**src/rtl/serial_frame_deframer_macros.svh**
```systemverilog
// ---------------------------------------------------------------------------
// Assertion macros for the serial frame deframer
// Clocked assertion wrappers, compiled away when SYNTH is defined.
// ---------------------------------------------------------------------------
`ifndef SERIAL_FRAME_DEFRAMER_MACROS_SVH
`define SERIAL_FRAME_DEFRAMER_MACROS_SVH

`ifndef SYNTH
// check a property on every rising edge, skipped while reset is held
`define SFD_ASSERT(name, prop, msg) \
  name: assert property (@(posedge clk) disable iff (!rst_n) (prop)) else $error(msg);
// check a property on every rising edge, reset included
`define SFD_ASSERT_ALWAYS(name, prop, msg) \
  name: assert property (@(posedge clk) (prop)) else $error(msg);
`else
`define SFD_ASSERT(name, prop, msg)
`define SFD_ASSERT_ALWAYS(name, prop, msg)
`endif

`endif

```
**src/rtl/sfd_pkg.sv**
```systemverilog
// ---------------------------------------------------------------------------
// sfd_pkg
// Shared constants, register indexes and the result type of the deframer.
// ---------------------------------------------------------------------------
`timescale 1ns / 1ps

package sfd_pkg;

  localparam int MAX_PAYLOAD = 64;
  localparam int CNT_W       = $clog2(MAX_PAYLOAD + 1);

  localparam int CFG_IDX_W  = 8;
  localparam int CFG_DATA_W = 16;
  localparam int TICK_W     = 16;
  localparam int LEN_W      = 7;

  localparam logic [CFG_IDX_W-1:0] REG_FRAME_TIMEOUT  = CFG_IDX_W'(0);
  localparam logic [CFG_IDX_W-1:0] REG_DISC_TIMEOUT   = CFG_IDX_W'(1);
  localparam logic [CFG_IDX_W-1:0] REG_JOYSTICK_LEN   = CFG_IDX_W'(2);
  localparam logic [CFG_IDX_W-1:0] REG_INIT_LEN       = CFG_IDX_W'(3);

  localparam logic [TICK_W-1:0] FRAME_TIMEOUT_RST = TICK_W'(100);
  localparam logic [TICK_W-1:0] DISC_TIMEOUT_RST  = TICK_W'(1000);
  localparam logic [LEN_W-1:0]  JOYSTICK_LEN_RST  = LEN_W'(36);
  localparam logic [LEN_W-1:0]  INIT_LEN_RST      = LEN_W'(16);

  localparam logic [31:0] HEADER_WORD = 32'h5354_4152;  // "STAR"
  localparam logic [7:0]  TYPE_JOYSTICK = 8'h01;
  localparam logic [7:0]  TYPE_INIT     = 8'h02;

  localparam logic OP_BYTE = 1'b0;
  localparam logic OP_TICK = 1'b1;

  localparam logic KIND_JOYSTICK = 1'b0;
  localparam logic KIND_INIT     = 1'b1;

  typedef struct packed {
    logic       frame_kind;
    logic [7:0] payload_byte;
    logic       payload_valid;
    logic       payload_last;
    logic       first_init;
    logic       init_repeat;
    logic       link_lost;
  } res_t;

  // zero means one byte, anything above the ceiling is clipped
  function automatic logic [CNT_W-1:0] eff_len(input logic [LEN_W-1:0] len);
    logic [CNT_W-1:0] r;
    if (len == '0) begin
      r = CNT_W'(1);
    end else if (32'(len) > MAX_PAYLOAD) begin
      r = CNT_W'(MAX_PAYLOAD);
    end else begin
      r = CNT_W'(len);
    end
    return r;
  endfunction

endpackage

```
**src/rtl/serial_frame_deframer.sv**
```systemverilog
// ---------------------------------------------------------------------------
// serial_frame_deframer
// Header-synchronized deframer for a serial byte stream with tick-driven
// frame timeout and disconnect watchdog; payload bytes stream out directly.
// ---------------------------------------------------------------------------
//   channel | direction | handshake            | payload
//   in      | input     | in_valid / in_ready   | in_operation, in_rx_byte
//   out     | output    | out_valid / out_ready | frame flags, payload byte
//   cfg     | input     | cfg_valid / cfg_ready | cfg_index, cfg_data
//
// One request per cycle while in_ready is high: parser state and any result are
// registered at the accepting edge, into the output register or the skid.
// A two-entry output stage (output register plus skid) keeps in_ready high
// while one finished result waits; in_ready drops only when both are full.
// cfg_ready is always high. Reset restores register defaults and header search.
// ---------------------------------------------------------------------------
`timescale 1ns / 1ps

module serial_frame_deframer (
  input  logic                          clk,
  input  logic                          rst_n,
  input  logic                          in_valid,
  output logic                          in_ready,
  input  logic                          in_operation,
  input  logic [7:0]                    in_rx_byte,
  output logic                          out_valid,
  input  logic                          out_ready,
  output logic                          out_frame_kind,
  output logic [7:0]                    out_payload_byte,
  output logic                          out_payload_valid,
  output logic                          out_payload_last,
  output logic                          out_first_init,
  output logic                          out_init_repeat,
  output logic                          out_link_lost,
  input  logic                          cfg_valid,
  output logic                          cfg_ready,
  input  logic [sfd_pkg::CFG_IDX_W-1:0]  cfg_index,
  input  logic [sfd_pkg::CFG_DATA_W-1:0] cfg_data
);
  import sfd_pkg::*;

`include "serial_frame_deframer_macros.svh"

  typedef enum logic [1:0] {
    PH_HEADER  = 2'd0,
    PH_TYPE    = 2'd1,
    PH_PAYLOAD = 2'd2
  } phase_t;

  logic [TICK_W-1:0] frame_to_r, disc_to_r;
  logic [LEN_W-1:0]  joy_len_r, init_len_r;

  phase_t            phase_r, phase_nxt;
  logic [31:0]       window_r, window_nxt;
  logic [2:0]        fill_r, fill_nxt;
  logic              kind_r, kind_nxt;
  logic [CNT_W-1:0]  count_r, count_nxt;
  logic [TICK_W-1:0] idle_r, idle_nxt;
  logic              init_r, init_nxt;

  res_t res;
  logic res_v;

  logic out_v_r, skid_v_r;
  res_t out_r, skid_r;

  logic             accept;
  logic             out_free;
  logic [CNT_W-1:0] cur_len;
  logic [CNT_W-1:0] count_inc;

  assign in_ready  = !skid_v_r;
  assign cfg_ready = 1'b1;
  assign accept    = in_valid && in_ready;
  assign out_free  = !out_v_r || out_ready;
  assign cur_len   = eff_len(kind_r ? init_len_r : joy_len_r);
  assign count_inc = count_r + CNT_W'(1);

  always_comb begin
    phase_nxt  = phase_r;
    window_nxt = window_r;
    fill_nxt   = fill_r;
    kind_nxt   = kind_r;
    count_nxt  = count_r;
    idle_nxt   = idle_r;
    init_nxt   = init_r;
    res        = '0;
    res_v      = 1'b0;

    if (in_operation == OP_TICK) begin
      if (idle_r != '1) begin
        idle_nxt = idle_r + TICK_W'(1);
      end
      if (idle_nxt > frame_to_r) begin
        phase_nxt = PH_HEADER;
        fill_nxt  = '0;
        count_nxt = '0;
      end
      if (init_r && idle_nxt > disc_to_r) begin
        init_nxt      = 1'b0;
        res.link_lost = 1'b1;
        res_v         = 1'b1;
      end
    end else begin
      idle_nxt = '0;
      unique case (phase_r)
        PH_TYPE: begin
          if (in_rx_byte == TYPE_JOYSTICK || in_rx_byte == TYPE_INIT) begin
            kind_nxt  = (in_rx_byte == TYPE_INIT) ? KIND_INIT : KIND_JOYSTICK;
            phase_nxt = PH_PAYLOAD;
          end else begin
            phase_nxt = PH_HEADER;
            fill_nxt  = '0;
          end
          count_nxt = '0;
        end
        PH_PAYLOAD: begin
          count_nxt         = count_inc;
          res.frame_kind    = kind_r;
          res.payload_byte  = in_rx_byte;
          res.payload_valid = 1'b1;
          res_v             = 1'b1;
          if (count_inc >= cur_len) begin
            res.payload_last = 1'b1;
            if (kind_r == KIND_INIT) begin
              res.first_init  = !init_r;
              res.init_repeat = init_r;
              init_nxt        = !init_r;
            end
            phase_nxt = PH_HEADER;
            fill_nxt  = '0;
            count_nxt = '0;
          end
        end
        default: begin
          // header search; the unused code behaves the same
          window_nxt = {window_r[23:0], in_rx_byte};
          if (fill_r < 3'd4) begin
            fill_nxt = fill_r + 3'd1;
          end
          if (fill_nxt >= 3'd4 && window_nxt == HEADER_WORD) begin
            phase_nxt = PH_TYPE;
          end
        end
      endcase
    end
  end

  always_ff @(posedge clk) begin
    if (!rst_n) begin
      frame_to_r <= FRAME_TIMEOUT_RST;
      disc_to_r  <= DISC_TIMEOUT_RST;
      joy_len_r  <= JOYSTICK_LEN_RST;
      init_len_r <= INIT_LEN_RST;
      phase_r    <= PH_HEADER;
      window_r   <= '0;
      fill_r     <= '0;
      kind_r     <= 1'b0;
      count_r    <= '0;
      idle_r     <= '0;
      init_r     <= 1'b0;
      out_v_r    <= 1'b0;
      skid_v_r   <= 1'b0;
    end else begin
      if (cfg_valid && cfg_ready) begin
        unique case (cfg_index)
          REG_FRAME_TIMEOUT: frame_to_r <= cfg_data;
          REG_DISC_TIMEOUT:  disc_to_r  <= cfg_data;
          REG_JOYSTICK_LEN:  joy_len_r  <= cfg_data[LEN_W-1:0];
          REG_INIT_LEN:      init_len_r <= cfg_data[LEN_W-1:0];
          default: ;  // drop writes to unknown indexes
        endcase
      end

      if (accept) begin
        phase_r  <= phase_nxt;
        window_r <= window_nxt;
        fill_r   <= fill_nxt;
        kind_r   <= kind_nxt;
        count_r  <= count_nxt;
        idle_r   <= idle_nxt;
        init_r   <= init_nxt;
      end

      if (out_free) begin
        // advance: skid first, else the new result
        if (skid_v_r) begin
          out_r    <= skid_r;
          out_v_r  <= 1'b1;
          skid_v_r <= 1'b0;
        end else begin
          out_r   <= res;
          out_v_r <= accept && res_v;
        end
      end else if (accept && res_v) begin
        // hold the output, park the new result
        skid_r   <= res;
        skid_v_r <= 1'b1;
      end
    end
  end

  assign out_valid         = out_v_r;
  assign out_frame_kind    = out_r.frame_kind;
  assign out_payload_byte  = out_r.payload_byte;
  assign out_payload_valid = out_r.payload_valid;
  assign out_payload_last  = out_r.payload_last;
  assign out_first_init    = out_r.first_init;
  assign out_init_repeat   = out_r.init_repeat;
  assign out_link_lost     = out_r.link_lost;

  `SFD_ASSERT(a_skid_behind_out, skid_v_r |-> out_v_r, "skid holds data while output is empty")
  `SFD_ASSERT(a_count_bound, 32'(count_r) < MAX_PAYLOAD, "payload count past ceiling")
  `SFD_ASSERT(a_flag_on_last, out_v_r && (out_r.first_init || out_r.init_repeat) |-> out_r.payload_last && out_r.frame_kind == KIND_INIT, "init flag off an init last byte")
  `SFD_ASSERT(a_lost_alone, out_v_r && out_r.link_lost |-> !out_r.payload_valid, "link loss mixed with payload")
  `SFD_ASSERT(a_result_lands, $past(accept && res_v && out_free && !skid_v_r) |-> out_v_r, "result not registered")

endmodule
```
**config.mk**
```make
export PLATFORM = sky130hd
export DESIGN_NAME = serial_frame_deframer
export DESIGN_NICKNAME = d
export VERILOG_FILES = /design/src/rtl/sfd_pkg.sv /design/src/rtl/serial_frame_deframer.sv
export VERILOG_INCLUDE_DIRS = /design/src /design/src/rtl
export SDC_FILE = /design/constraint.sdc
export NUM_CORES = 1
export LEC_CHECK = 0
export BUFFER_PORTS_ARGS = -buffer_cell sky130_fd_sc_hd__buf_2
export CELL_PAD_IN_SITES_DETAIL_PLACEMENT = 0
export CELL_PAD_IN_SITES_GLOBAL_PLACEMENT = 1
export CORE_MARGIN = 2
export CORE_UTILIZATION = 40
export CTS_BUF_LIST = sky130_fd_sc_hd__clkbuf_2
export CTS_CLUSTER_SIZE = 12
export DETAILED_ROUTE_END_ITERATION = 8
export MAX_ROUTING_LAYER = met4
export PLACE_DENSITY_LB_ADDON = 0.05
export SLEW_MARGIN = 10
export SYNTH_ARGS = -nofsm -noshare
export SYNTH_HDL_FRONTEND = slang
export SYNTH_SLANG_ARGS = --single-unit
```
**constraint.sdc**
```tcl
create_clock -name clk -period 5.76 [get_ports clk]
set_input_delay 0.576 -clock clk [delete_from_list [all_inputs] [get_ports clk]]
set_output_delay 0.576 -clock clk [all_outputs]
set_load 0.03 [all_outputs]
```
==> metrics.txt, run 1 <==
# TYPE chip_impl_metric gauge
chip_impl_metric{name="min_period",unit="ps"} 4680
chip_impl_metric{name="critical_path_required",unit="ps"} 6150
chip_impl_info{name="worstReg2RegEnd",value="skid_r[10]$_DFFE_PP_"} 1
chip_impl_metric{name="leakage",unit="nW"} 2.99
chip_impl_info{name="synth.most_common_cell",value="nand2_1"} 1
chip_impl_metric{name="clkLatencyLatePin",unit="ps"} 680
chip_impl_metric{name="drt_pre_antenna_iters",unit=""} 5
chip_impl_metric{name="power.net_switching",unit="W"} 0.000422
chip_impl_metric{name="wire_per_inst",unit="µm"} 15.8
chip_impl_metric{name="yosys_warnings",unit=""} 0
chip_impl_metric{name="number_of_buffers_added_by_the_clock_tree_synthesis_step",unit=""} 17
chip_impl_metric{name="finalMaxSlewViolations",unit=""} 0
chip_impl_info{name="crit_path_end_kind",value="flop"} 1
chip_impl_metric{name="final.fill_count",unit=""} 1659
chip_impl_metric{name="fp-row-count",unit=""} 47
chip_impl_metric{name="design_area",unit="µm²"} 7440
chip_impl_metric{name="yosys.area.top_type_share",unit=""} 0.302
chip_impl_metric{name="cts_max_path_buffers",unit=""} 2
chip_impl_metric{name="worst_ir_drop_vdd",unit="mV"} 0.119
chip_impl_metric{name="worst_reg_to_reg_path_cell_count",unit=""} 14
chip_impl_metric{name="timing.critical_path.fanout_max",unit=""} 11
chip_impl_metric{name="drt_iter0_drc",unit=""} 341
chip_impl_metric{name="postSynthCellCount",unit=""} 764
chip_impl_metric{name="gr-total-overflow",unit=""} 0
chip_impl_metric{name="reg2reg_slack",unit="ps"} 1080
chip_impl_metric{name="cts.repair.resized",unit=""} 0
chip_impl_info{name="critical_path_class",value="reg -> reg"} 1
chip_impl_metric{name="detail_route.vias_per_cell",unit=""} 5.28
chip_impl_metric{name="floorplan.die.width",unit="µm"} 134
chip_impl_info{name="synth.cells.most_frequent",value="nand2_1, dfxtp_1, a21oi_1"} 1
chip_impl_metric{name="layout-area-overhead-vs-synth",unit="%"} 9.91
chip_impl_metric{name="path_clk_slew",unit="ps"} 200
chip_impl_metric{name="cts.hold.buffers_added",unit=""} 0
chip_impl_metric{name="drtAntennaViolNets",unit=""} 0
chip_impl_metric{name="setup_violations",unit=""} 0
chip_impl_metric{name="die_h",unit="µm"} 134
chip_impl_metric{name="synth-seq-area-share",unit=""} 0.426
chip_impl_metric{name="placed_instances",unit=""} 1007
chip_impl_metric{name="synthArstFlopShare",unit=""} 0
chip_impl_metric{name="switching_share",unit=""} 0.258
chip_impl_metric{name="sequentialPowerShare",unit=""} 0.578
chip_impl_metric{name="synth_seq_cells",unit=""} 130
chip_impl_metric{name="netlist_area",unit="µm²"} 6770
chip_impl_metric{name="antenna_found_initial",unit=""} 0
chip_impl_info{name="root_buffer",value="clkbuf_2"} 1
chip_impl_metric{name="core_area",unit="µm²"} 16600
chip_impl_metric{name="layout-drive-gt1-share",unit=""} 0.150
chip_impl_metric{name="tritoncts_num_sinks",unit=""} 130
chip_impl_metric{name="post-cts-setup-buffer-count",unit=""} 0
chip_impl_info{name="setup_repair_after_global_routing_missed_its_margin",value="false"} 1
chip_impl_metric{name="dpl_cell_area",unit="µm²"} 7190
chip_impl_metric{name="drt_drc_violations_left",unit=""} 0
chip_impl_info{name="cell_accounting_for_the_most_synthesized_area",value="dfxtp_1"} 1
chip_impl_metric{name="pwr_density_cell",unit="nW/µm²"} 219
chip_impl_metric{name="post_synth.cell_area_avg",unit="µm²"} 8.86
chip_impl_info{name="crit-reg2reg-launch",value="idle_r[0]$_SDFFE_PN0P_"} 1
chip_impl_info{name="cts_tree",value="yes"} 1
chip_impl_info{name="setup.worst_path.start_class",value="flop"} 1
chip_impl_metric{name="routed-via-count",unit=""} 5488
chip_impl_metric{name="synthesized_net_count",unit=""} 844
chip_impl_metric{name="h-tree-depth",unit=""} 4
chip_impl_metric{name="max_slew.worst_pin.slew",unit="ps"} 1160
chip_impl_metric{name="final_hold_viol_count",unit=""} 0
chip_impl_metric{name="fp.dieArea",unit="µm²"} 18000
chip_impl_metric{name="power_report.internal_total",unit="W"} 0.00121
chip_impl_metric{name="port-buffer-count",unit=""} 53
chip_impl_metric{name="post-route-period-util",unit=""} 0.813
chip_impl_metric{name="grt_start_max_net_pins",unit=""} 79
chip_impl_info{name="worstSetupEndpoint",value="skid_r[10]$_DFFE_PP_"} 1
chip_impl_metric{name="max_cap_violations",unit=""} 0
chip_impl_metric{name="worstPathArrival",unit="ps"} 5070
chip_impl_info{name="tightest_hold_check_type",value="in -> reg"} 1
chip_impl_metric{name="wl",unit="µm"} 16400
chip_impl_metric{name="dp.final_hpwl",unit="µm"} 11700
chip_impl_metric{name="final.setup_skew",unit="ps"} 27.6
chip_impl_metric{name="share_comb_of_total_power",unit=""} 0.060
chip_impl_metric{name="global_route_wire_length_before_repair",unit="µm"} 26800
chip_impl_info{name="status",value="complete, no violations"} 1
chip_impl_info{name="ys.flop_type",value="dfxtp_1"} 1
chip_impl_metric{name="fmax",unit="GHz"} 0.214
chip_impl_metric{name="relSlewSlack",unit=""} 0.227
chip_impl_metric{name="start_util",unit=""} 0.408
chip_impl_info{name="worst_setup_path_startpoint",value="idle_r[0]$_SDFFE_PN0P_"} 1
chip_impl_metric{name="gpl.final_weighted_congestion",unit=""} 0.856
chip_impl_metric{name="post_synth_num_cell_types",unit=""} 74
chip_impl_metric{name="fin_cells",unit=""} 1040
chip_impl_info{name="yosys-top-cells-area",value="dfxtp_1, edfxtp_1, nand2_1, ha_1, a21oi_1"} 1
chip_impl_metric{name="clock_power_share",unit=""} 0.362
chip_impl_metric{name="io_pins",unit=""} 55
chip_impl_metric{name="track_usage",unit=""} 0.194
chip_impl_metric{name="via_count_of_the_first_global_routing_pass",unit=""} 5327
chip_impl_metric{name="synth-edff-count",unit=""} 28
chip_impl_metric{name="totalNegativeSetupSlack",unit="ps"} 0
chip_impl_metric{name="fin_nets",unit=""} 886
## worst min-delay path by stage
stage                     slack [ps]                        from                           to  depth (start not counted)
after floorplan                  430   disc_to_r[4]$_SDFFE_PN0P_    disc_to_r[4]$_SDFFE_PN0P_                          2
after global placement           440   window_r[22]$_SDFFE_PN0P_    window_r[22]$_SDFFE_PN0P_                          2
after detailed placement         450  frame_to_r[1]$_SDFFE_PN0P_   frame_to_r[1]$_SDFFE_PN0P_                          2
after CTS                         40                cfg_data[10]  frame_to_r[10]$_SDFFE_PN0P_                          3
after global routing              10                cfg_data[15]  frame_to_r[15]$_SDFFE_PN0P_                          3
final                            130                cfg_data[10]  frame_to_r[10]$_SDFFE_PN0P_                          3
## registers in the layout (all words and copies together), names as in the netlist, 2 cells and up
signal,flops
count_r,7
phase_r,2
init_len_r,7
idle_r,16
skid_r,14
fill_r,3
window_r,24
frame_to_r,16
disc_to_r,16
out_payload_byte,8
joy_len_r,7
## power groups by stage
stage          Combinational [W]  Clock (W)  Sequential [W]
3_5_place_dp           0.0000982          0        0.000962
3_3_place_gp           0.0000969          0        0.000962
4_1_cts                0.0000985   0.000617        0.000944
2_1_floorplan          0.0000540          0        0.000968
5_1_grt                 0.000108   0.000654        0.000946
6_report               0.0000980   0.000590        0.000943
## metal layers
| layer | share of wire | vias to the layer above | track usage |
|---|---|---|---|
| met5 | 0 | - | - |
| li1 | - | 2767 | - |
| met3 | 0.031 | 12 | 0.0420 |
| met4 | 0.0079 | 0 | 0.0520 |
| met2 | 0.48 | 81 | 0.310 |
| met1 | 0.48 | 2628 | 0.249 |
## worst max-delay path, cell delays in order (launching register included)
cell	delay, ps
dfxtp_1	530
ha_1	320
nand4_1	220
nor2_1	350
nand4_1	250
nor2_1	170
xor2_1	280
ha_1	190
nand4_1	140
nor4_1	560
o221ai_1	220
a31oi_1	380
o21ai_1	190
nor2_1	310
buf_4	260
## kinds of logic after synthesis
logic type      synth area share
compound gates             0.137
xor+xnor                  0.0312
fa+ha+maj                 0.0776
buf+inv                   0.0466
flops                      0.426
mux                       0.0530
other cells             0.000554
simple gates               0.228
## placed cells by master (no fill, tap or decap), drive strengths merged, types with 5 or more instances in the layout
| cell type | synthesis | final |
|---|---|---|
| a21o | 5 | 5 |
| nor3 | 12 | 12 |
| dfxtp | 102 | 102 |
| xor2 | 6 | 6 |
| o21ai | 23 | 23 |
| clkbuf | 26 | 18 |
| nand2b | 7 | 7 |
| nand4 | 13 | 13 |
| inv | 40 | 43 |
| and2 | 11 | 11 |
| clkinv | 1 | 7 |
| o211ai | 14 | 14 |
| xnor2 | 13 | 13 |
| mux2 | 15 | 15 |
| a21oi | 71 | 71 |
| nor4b | 5 | 5 |
| or3 | 5 | 5 |
| nor2 | 37 | 37 |
| nor4 | 11 | 11 |
| ha | 42 | 42 |
| nand3 | 19 | 19 |
| a22oi | 5 | 5 |
| buf | 9 | 58 |
| nand2 | 162 | 162 |
| mux2i | 19 | 19 |
| nor2b | 7 | 7 |
| edfxtp | 28 | 28 |
## through the flow
stage / utilization / setup slack [ps] / total power, W / hold slack (ps)
after CTS: 0.448 / 1140 / 0.00166 / 37.9
after global routing: 0.448 / 586 / 0.00171 / 10.1
after floorplan: - / 1700 / 0.00102 / 429
after global placement: 0.433 / 1310 / 0.00106 / 439
after detailed placement: 0.433 / 1170 / 0.00106 / 449
final: 0.449 / 1080 / 0.00163 / 127
## cell type report
cell class | count | area [µm²] | share of cell area
inverters | 41 | 154 | 0.0207
diodes | 1 | 2.50 | 0.000336
clock buffers | 18 | 90.1 | 0.0121
repair buffers | 58 | 303 | 0.0407
clock inverters | 14 | 161 | 0.0217
multi-input cells | 558 | 3570 | 0.480
well taps | 220 | 275 | 0.0370
flip-flops and latches | 130 | 2880 | 0.387
(Power assumes the default switching activity.)
==> inputs of run 2 (changes only) <==
==> constraint.sdc (replaced) <==
create_clock -name clk -period 4.9 [get_ports clk]
set_input_delay 0.49 -clock clk [delete_from_list [all_inputs] [get_ports clk]]
set_output_delay 0.49 -clock clk [all_outputs]
set_load 0.03 [all_outputs]
==> metrics.txt, run 2 (synthesized netlist as in run 1, its figures left out) <==
# TYPE chip_impl_metric gauge
chip_impl_info{name="root_buffer",value="clkbuf_2"} 1
chip_impl_metric{name="fin_cells",unit=""} 1052
chip_impl_metric{name="dp_worst_setup_slack",unit="ps"} 222
chip_impl_info{name="cp_common_cell",value="or2_4"} 1
chip_impl_metric{name="path_clk_slew",unit="ps"} 190
chip_impl_metric{name="leakage",unit="nW"} 3.05
chip_impl_metric{name="tritoncts_num_sinks",unit=""} 130
chip_impl_metric{name="post-route-period-util",unit=""} 0.902
chip_impl_metric{name="max_cap_violations",unit=""} 0
chip_impl_metric{name="final.fill_count",unit=""} 1675
chip_impl_metric{name="drt_drc_violations_left",unit=""} 0
chip_impl_metric{name="setup_slack",unit="ps"} 478
chip_impl_info{name="critical_path_class",value="reg -> reg"} 1
chip_impl_metric{name="power_report.internal_total",unit="W"} 0.00148
chip_impl_metric{name="sequentialPowerShare",unit=""} 0.562
chip_impl_info{name="cp_top_family",value="simple AND/OR/NAND/NOR gates"} 1
chip_impl_metric{name="post-cts-setup-buffer-count",unit=""} 0
chip_impl_metric{name="gr-total-overflow",unit=""} 0
chip_impl_metric{name="fin_nets",unit=""} 898
chip_impl_info{name="setup_repair_after_global_routing_missed_its_margin",value="false"} 1
chip_impl_metric{name="number_of_buffers_added_by_the_clock_tree_synthesis_step",unit=""} 17
chip_impl_metric{name="clkLatencyLatePin",unit="ps"} 690
chip_impl_metric{name="critical-path-max-stage-delay",unit="ps"} 460
chip_impl_info{name="worstReg2RegEnd",value="skid_r[12]$_DFFE_PP_"} 1
chip_impl_metric{name="multi_input_area",unit="µm²"} 3580
chip_impl_info{name="cpMaxStageDelayCell",value="dfxtp_1"} 1
chip_impl_metric{name="setup_violations",unit=""} 0
chip_impl_metric{name="io_pins",unit=""} 55
chip_impl_metric{name="max_slew.worst_pin.slew",unit="ps"} 1180
chip_impl_metric{name="drt_iter0_drc",unit=""} 278
chip_impl_info{name="layout_common_cells",value="nand2_1, dfxtp_1, a21oi_1, buf_2, ha_1"} 1
chip_impl_info{name="hold-path-endpoint",value="window_r[7]$_SDFFE_PN0P_"} 1
chip_impl_metric{name="wl",unit="µm"} 16500
chip_impl_info{name="top_register",value="window_r"} 1
chip_impl_metric{name="power.net_switching",unit="W"} 0.000497
chip_impl_info{name="tightest_hold_check_type",value="in -> reg"} 1
chip_impl_metric{name="clock_power_share",unit=""} 0.376
chip_impl_info{name="status",value="complete, no violations"} 1
chip_impl_metric{name="global_route_wire_length_before_repair",unit="µm"} 27200
chip_impl_metric{name="final.setup_skew",unit="ps"} 18.0
chip_impl_metric{name="share_comb_of_total_power",unit=""} 0.062
chip_impl_metric{name="routed-via-count",unit=""} 5531
chip_impl_metric{name="die_h",unit="µm"} 134
chip_impl_info{name="crit-reg2reg-launch",value="idle_r[3]$_SDFFE_PN0P_"} 1
chip_impl_metric{name="core_area",unit="µm²"} 16600
chip_impl_metric{name="drt_pre_antenna_iters",unit=""} 6
chip_impl_metric{name="layout-area-overhead-vs-synth",unit="%"} 12.1
chip_impl_info{name="worst_setup_path_startpoint",value="idle_r[3]$_SDFFE_PN0P_"} 1
chip_impl_info{name="layout_commonest_cell",value="nand2_1"} 1
chip_impl_info{name="cts_tree",value="yes"} 1
chip_impl_metric{name="finalMaxSlewViolations",unit=""} 0
chip_impl_metric{name="totalNegativeSetupSlack",unit="ps"} 0
chip_impl_metric{name="worst_ir_drop_vdd",unit="mV"} 0.187
chip_impl_metric{name="fmax",unit="GHz"} 0.226
chip_impl_metric{name="gpl.final_weighted_congestion",unit=""} 0.860
chip_impl_metric{name="via_count_of_the_first_global_routing_pass",unit=""} 5335
chip_impl_metric{name="drtAntennaViolNets",unit=""} 0
chip_impl_metric{name="grt_start_max_net_pins",unit=""} 79
chip_impl_metric{name="pwr_density_cell",unit="nW/µm²"} 260
chip_impl_info{name="critical_path.cell_chain",value="nand3_2, or2_4, a311oi_4, nand4_4, or2_4, nor2_1, xor2_1, ha_1, nand4_1, nor4_2, o221ai_1, a31oi_1, o21ai_1, nor2_2, buf_4"} 1
chip_impl_metric{name="antenna_found_initial",unit=""} 1
chip_impl_metric{name="critical_path_required",unit="ps"} 5310
chip_impl_metric{name="timing.critical_path.fanout_max",unit=""} 10
chip_impl_metric{name="detail_route.vias_per_cell",unit=""} 5.26
chip_impl_info{name="setup.worst_path.start_class",value="flop"} 1
chip_impl_metric{name="fp-row-count",unit=""} 47
chip_impl_metric{name="h-tree-depth",unit=""} 4
chip_impl_metric{name="floorplan.die.width",unit="µm"} 134
chip_impl_metric{name="hold_path_depth",unit=""} 3
chip_impl_metric{name="track_usage",unit=""} 0.196
chip_impl_metric{name="layout-drive-gt1-share",unit=""} 0.148
chip_impl_metric{name="port-buffer-count",unit=""} 53
chip_impl_info{name="holdCritStartpoint",value="in_rx_byte[7]"} 1
chip_impl_info{name="crit_path_end_kind",value="flop"} 1
chip_impl_metric{name="wire_per_inst",unit="µm"} 15.7
chip_impl_metric{name="dpl_cell_area",unit="µm²"} 7190
chip_impl_metric{name="relSlewSlack",unit=""} 0.213
chip_impl_metric{name="crit_buf_inv",unit=""} 1
chip_impl_metric{name="worst_reg_to_reg_path_cell_count",unit=""} 15
chip_impl_metric{name="reg2reg_slack",unit="ps"} 480
chip_impl_metric{name="layout.area.seq",unit="µm²"} 2880
chip_impl_metric{name="fp.dieArea",unit="µm²"} 18000
chip_impl_metric{name="switching_share",unit=""} 0.252
chip_impl_metric{name="start_util",unit=""} 0.408
chip_impl_metric{name="final_hold_viol_count",unit=""} 0
chip_impl_metric{name="min_period",unit="ps"} 4420
chip_impl_metric{name="largest_register_ff_count",unit=""} 24
chip_impl_metric{name="design_area",unit="µm²"} 7590
chip_impl_metric{name="placed_instances",unit=""} 1007
chip_impl_metric{name="cts_max_path_buffers",unit=""} 2
chip_impl_metric{name="worstPathArrival",unit="ps"} 4840
chip_impl_metric{name="dp.final_hpwl",unit="µm"} 11700
==> run 2: changes by cell type in the layout (fill, tap and decap cells not counted), sizes merged <==
cell         delta
bufinv          +1
clkbuf          -1
dlygate4sd3    +12
==> run 2: metrics by stage <==
step	util	total power [W]	hold slack [ps]
2_1_floorplan	-	0.00120	429
3_3_place_gp	0.433	0.00124	439
3_5_place_dp	0.433	0.00125	446
4_1_cts	0.455	0.00200	9.14
5_1_grt	0.458	0.00206	0.122
6_report	0.458	0.00197	50.8
==> run 2: cell type report <==
type,instances,share of cell area
sequential,130,0.380
inverter,41,0.0203
multi-input combinational,558,0.472
clock inverter,15,0.0249
antenna,1,0.000330
tap,220,0.0363
timing repair buffer,70,0.0557
clock buffer,17,0.0112
==> run 2: power by group through the flow <==
stage          Combinational (W)  Clock, W  Sequential [W]
2_1_floorplan          0.0000635         0         0.00114
3_3_place_gp            0.000114         0         0.00113
3_5_place_dp            0.000116         0         0.00113
4_1_cts                 0.000121  0.000765         0.00111
5_1_grt                 0.000135  0.000813         0.00111
6_report                0.000122  0.000741         0.00111
==> run 2: what timing repair did <==
item	in CTS	in global routing
hold buffers	9	3
setup endpoints to repair	0	14
resized for setup	0	2
hold endpoints to repair	17	3
==> run 2: worst max path at each step <==
stage	to	cells past startpoint
5_1_grt	skid_r[12]$_DFFE_PP_	14
3_5_place_dp	skid_r[9]$_DFFE_PP_	14
6_report	skid_r[12]$_DFFE_PP_	15
4_1_cts	skid_r[10]$_DFFE_PP_	15
3_3_place_gp	skid_r[9]$_DFFE_PP_	15
2_1_floorplan	skid_r[0]$_DFFE_PP_	14
==> run 2: layer usage <==
layer / track usage / part of all wire / up-vias
met3: 0.0401 / 0.040 / 14
li1: - / - / 2803
met2: 0.310 / 0.47 / 96
met4: 0.0497 / 0.013 / 0
met1: 0.259 / 0.48 / 2618
met5: - / 0 / -
==> run 2: tightest hold or removal path, delay by kind of cell <==
| family | cells | cell delay [ps] |
|---|---|---|
| buf+inv | 1 | 120 |
| compound gates | 1 | 50 |
| simple gates | 1 | 50 |
==> inputs of run 3 (changes only) <==
--- a/config.mk
+++ b/config.mk
@@ -6,6 +6,7 @@
 export SDC_FILE = /design/constraint.sdc
 export NUM_CORES = 1
 export LEC_CHECK = 0
+export ABC_AREA = 1
 export BUFFER_PORTS_ARGS = -buffer_cell sky130_fd_sc_hd__buf_2
 export CELL_PAD_IN_SITES_DETAIL_PLACEMENT = 0
 export CELL_PAD_IN_SITES_GLOBAL_PLACEMENT = 1
==> metrics.txt, run 3 <==
# TYPE chip_impl_metric gauge
chip_impl_info{name="crit-reg2reg-launch",value="idle_r[0]$_SDFFE_PN0P_"} 1
chip_impl_metric{name="track_usage",unit=""} 0.188
chip_impl_metric{name="reg2reg_slack",unit="ps"} 940
chip_impl_metric{name="crit_buf_inv",unit=""} 1
chip_impl_info{name="critical_path.cell_chain",value="ha_1, nand2_1, nor2_1, nand2_2, nor2_4, nor3_4, nand3_2, nor2_4, nand3_2, xnor2_2, ha_1, nand2_1, nor2_1, nand4_1, o21a_1, nand2_1, nand2_1, nand2_2, nand2_1, nor2_1, buf_4"} 1
chip_impl_info{name="layout_commonest_cell",value="nand2_1"} 1
chip_impl_metric{name="worst_ir_drop_vdd",unit="mV"} 0.128
chip_impl_metric{name="setup_violations",unit=""} 0
chip_impl_metric{name="totalNegativeSetupSlack",unit="ps"} 0
chip_impl_info{name="crit_path_end_kind",value="flop"} 1
chip_impl_metric{name="synthesized_net_count",unit=""} 916
chip_impl_metric{name="post-route-period-util",unit=""} 0.808
chip_impl_metric{name="yosys_warnings",unit=""} 0
chip_impl_metric{name="placed_instances",unit=""} 1079
chip_impl_metric{name="drt_drc_violations_left",unit=""} 0
chip_impl_info{name="synth.most_common_cell",value="nand2_1"} 1
chip_impl_metric{name="gpl.final_weighted_congestion",unit=""} 0.840
chip_impl_metric{name="final_hold_viol_count",unit=""} 0
chip_impl_info{name="cpMaxStageDelayCell",value="dfxtp_1"} 1
chip_impl_metric{name="detail_route.vias_per_cell",unit=""} 4.95
chip_impl_metric{name="sequentialPowerShare",unit=""} 0.570
chip_impl_metric{name="finalMaxSlewViolations",unit=""} 0
chip_impl_metric{name="fp-row-count",unit=""} 46
chip_impl_metric{name="timing.critical_path.fanout_max",unit=""} 9
chip_impl_info{name="top_register",value="window_r"} 1
chip_impl_info{name="critical_path_class",value="reg -> reg"} 1
chip_impl_metric{name="leakage",unit="nW"} 3.27
chip_impl_metric{name="port-buffer-count",unit=""} 53
chip_impl_metric{name="power.net_switching",unit="W"} 0.000531
chip_impl_metric{name="power_report.internal_total",unit="W"} 0.00146
chip_impl_info{name="cp_common_cell",value="nand2_1"} 1
chip_impl_metric{name="critical-path-max-stage-delay",unit="ps"} 400
chip_impl_metric{name="pwr_density_cell",unit="nW/µm²"} 270
chip_impl_info{name="root_buffer",value="clkbuf_2"} 1
chip_impl_metric{name="max_slew.worst_pin.slew",unit="ps"} 1090
chip_impl_info{name="setup_repair_after_global_routing_missed_its_margin",value="false"} 1
chip_impl_info{name="layout_common_cells",value="nand2_1, dfxtp_1, inv_1, nor2_1, a21oi_1"} 1
chip_impl_metric{name="grt_start_max_net_pins",unit=""} 70
chip_impl_metric{name="worstPathArrival",unit="ps"} 4390
chip_impl_metric{name="drtAntennaViolNets",unit=""} 0
chip_impl_info{name="cell_accounting_for_the_most_synthesized_area",value="dfxtp_1"} 1
chip_impl_info{name="holdCritStartpoint",value="cfg_data[8]"} 1
chip_impl_metric{name="largest_register_ff_count",unit=""} 24
chip_impl_metric{name="via_count_of_the_first_global_routing_pass",unit=""} 5313
chip_impl_info{name="worstReg2RegEnd",value="skid_r[6]$_DFFE_PP_"} 1
chip_impl_metric{name="io_pins",unit=""} 55
chip_impl_metric{name="hold_path_depth",unit=""} 3
chip_impl_metric{name="setup_slack",unit="ps"} 942
chip_impl_metric{name="start_util",unit=""} 0.410
chip_impl_metric{name="fin_nets",unit=""} 973
chip_impl_metric{name="wl",unit="µm"} 15300
chip_impl_metric{name="max_cap_violations",unit=""} 0
chip_impl_metric{name="worst_reg_to_reg_path_cell_count",unit=""} 21
chip_impl_metric{name="relSlewSlack",unit=""} 0.272
chip_impl_metric{name="antenna_found_initial",unit=""} 1
chip_impl_metric{name="layout-area-overhead-vs-synth",unit="%"} 12.4
chip_impl_metric{name="fin_cells",unit=""} 1123
chip_impl_metric{name="clock_power_share",unit=""} 0.355
chip_impl_metric{name="gr-total-overflow",unit=""} 0
chip_impl_metric{name="global_route_wire_length_before_repair",unit="µm"} 25900
chip_impl_metric{name="path_clk_slew",unit="ps"} 180
chip_impl_metric{name="synth_seq_cells",unit=""} 130
chip_impl_metric{name="fmax",unit="GHz"} 0.253
chip_impl_metric{name="min_period",unit="ps"} 3960
chip_impl_metric{name="core_area",unit="µm²"} 15900
chip_impl_info{name="ys.flop_type",value="dfxtp_1"} 1
chip_impl_metric{name="post_synth.cell_area_avg",unit="µm²"} 7.82
chip_impl_info{name="status",value="complete, no violations"} 1
chip_impl_metric{name="switching_share",unit=""} 0.267
chip_impl_metric{name="design_area",unit="µm²"} 7350
chip_impl_metric{name="dp_worst_setup_slack",unit="ps"} 885
chip_impl_info{name="hold-path-endpoint",value="disc_to_r[8]$_SDFFE_PN1P_"} 1
chip_impl_metric{name="post-cts-setup-buffer-count",unit=""} 0
chip_impl_metric{name="floorplan.die.width",unit="µm"} 132
chip_impl_metric{name="fp.dieArea",unit="µm²"} 17400
chip_impl_info{name="yosys-top-cells-area",value="dfxtp_1, edfxtp_1, nand2_1, ha_1, a21oi_1"} 1
chip_impl_metric{name="drt_pre_antenna_iters",unit=""} 4
chip_impl_info{name="cp_top_family",value="simple AND/OR/NAND/NOR gates"} 1
chip_impl_metric{name="synthArstFlopShare",unit=""} 0
chip_impl_metric{name="layout-drive-gt1-share",unit=""} 0.127
chip_impl_metric{name="clkLatencyLatePin",unit="ps"} 710
chip_impl_metric{name="tritoncts_num_sinks",unit=""} 130
chip_impl_info{name="synth.cells.most_frequent",value="nand2_1, dfxtp_1, inv_1"} 1
chip_impl_metric{name="drt_iter0_drc",unit=""} 301
chip_impl_metric{name="fin_worst_hold_slack",unit="ps"} 59.6
chip_impl_metric{name="yosys.area.top_type_share",unit=""} 0.312
chip_impl_metric{name="wire_per_inst",unit="µm"} 13.6
chip_impl_metric{name="share_comb_of_total_power",unit=""} 0.075
chip_impl_metric{name="critical_path_required",unit="ps"} 5330
chip_impl_metric{name="dp.final_hpwl",unit="µm"} 11300
chip_impl_metric{name="cts_max_path_buffers",unit=""} 2
chip_impl_metric{name="synth-seq-area-share",unit=""} 0.441
chip_impl_metric{name="final.setup_skew",unit="ps"} 42.0
chip_impl_metric{name="dpl_cell_area",unit="µm²"} 6980
chip_impl_info{name="tightest_hold_check_type",value="in -> reg"} 1
chip_impl_info{name="setup.worst_path.start_class",value="flop"} 1
chip_impl_metric{name="number_of_buffers_added_by_the_clock_tree_synthesis_step",unit=""} 17
chip_impl_metric{name="synth-edff-count",unit=""} 28
chip_impl_info{name="cts_tree",value="yes"} 1
chip_impl_metric{name="routed-via-count",unit=""} 5560
chip_impl_metric{name="post_synth_num_cell_types",unit=""} 42
chip_impl_metric{name="postSynthCellCount",unit=""} 836
chip_impl_metric{name="die_h",unit="µm"} 132
chip_impl_metric{name="netlist_area",unit="µm²"} 6540
chip_impl_metric{name="h-tree-depth",unit=""} 4
run 3: cell count changes after synthesis, moves of 11 or more:
cell	change
mux2i_1	-18
nand4_1	+11
mux2_2	-15
a21oi_1	+15
nor2_1	+54
inv_1	+52
o21ai_0	+51
run 3: power by group through the flow:
stage | clock [W] | sequential, W | combinational (W)
final | 0.000705 | 0.00113 | 0.000150
after global routing | 0.000771 | 0.00114 | 0.000169
after CTS | 0.000731 | 0.00113 | 0.000151
after detailed placement | 0 | 0.00115 | 0.000143
after global placement | 0 | 0.00115 | 0.000142
after floorplan | 0 | 0.00116 | 0.0000845
run 3: through the flow:
| step | utilization | power [W] |
|---|---|---|
| 2_1_floorplan | - | 0.00125 |
| 3_3_place_gp | 0.438 | 0.00130 |
| 3_5_place_dp | 0.438 | 0.00130 |
| 4_1_cts | 0.461 | 0.00201 |
| 5_1_grt | 0.461 | 0.00208 |
| 6_report | 0.461 | 0.00199 |
run 3: what timing repair did:
action                    CTS  global route
hold endpoints to repair   16             0
hold buffers               11             0
resized for setup           0             0
run 3: cell families after synthesis:
kind of cell | after synthesis | synth area share
mux | 1 | 0.00153
fa+ha+maj | 42 | 0.0804
other cells | 1 | 0.000574
compound gates | 181 | 0.150
flops | 130 | 0.441
xor+xnor | 16 | 0.0237
buf+inv | 129 | 0.0769
simple gates | 336 | 0.226
run 3: final cells by class:
cell class,instances,area (µm²)
antenna,1,2.50
clock buffer,19,95.1
tap,216,270
multi-input combinational,577,3150
fill,1612,8590
sequential,130,2880
clock inverter,13,160
timing repair buffer,71,428
inverter,96,360
run 3: metal layers:
metal,vias up,GRT usage,part of all wire
met5,-,-,0
met4,0,0.0676,0.015
met3,19,0.0315,0.031
met2,100,0.311,0.48
met1,2541,0.233,0.47
li1,2900,-,-
run 3: how the worst max path moves through the flow:
stage / start / to / cells after the start
floorplan: idle_r[0]$_SDFFE_PN0P_ / skid_r[0]$_DFFE_PP_ / 20
detailed placement: idle_r[0]$_SDFFE_PN0P_ / skid_r[9]$_DFFE_PP_ / 21
finish: idle_r[0]$_SDFFE_PN0P_ / skid_r[6]$_DFFE_PP_ / 21
CTS: idle_r[0]$_SDFFE_PN0P_ / skid_r[6]$_DFFE_PP_ / 21
global route: idle_r[0]$_SDFFE_PN0P_ / skid_r[6]$_DFFE_PP_ / 22
global placement: idle_r[0]$_SDFFE_PN0P_ / skid_r[10]$_DFFE_PP_ / 22
run 3: tightest hold or removal path: stages:
cell and delay, ps:
buf_2 100, nand2_1 50, o211ai_1 70
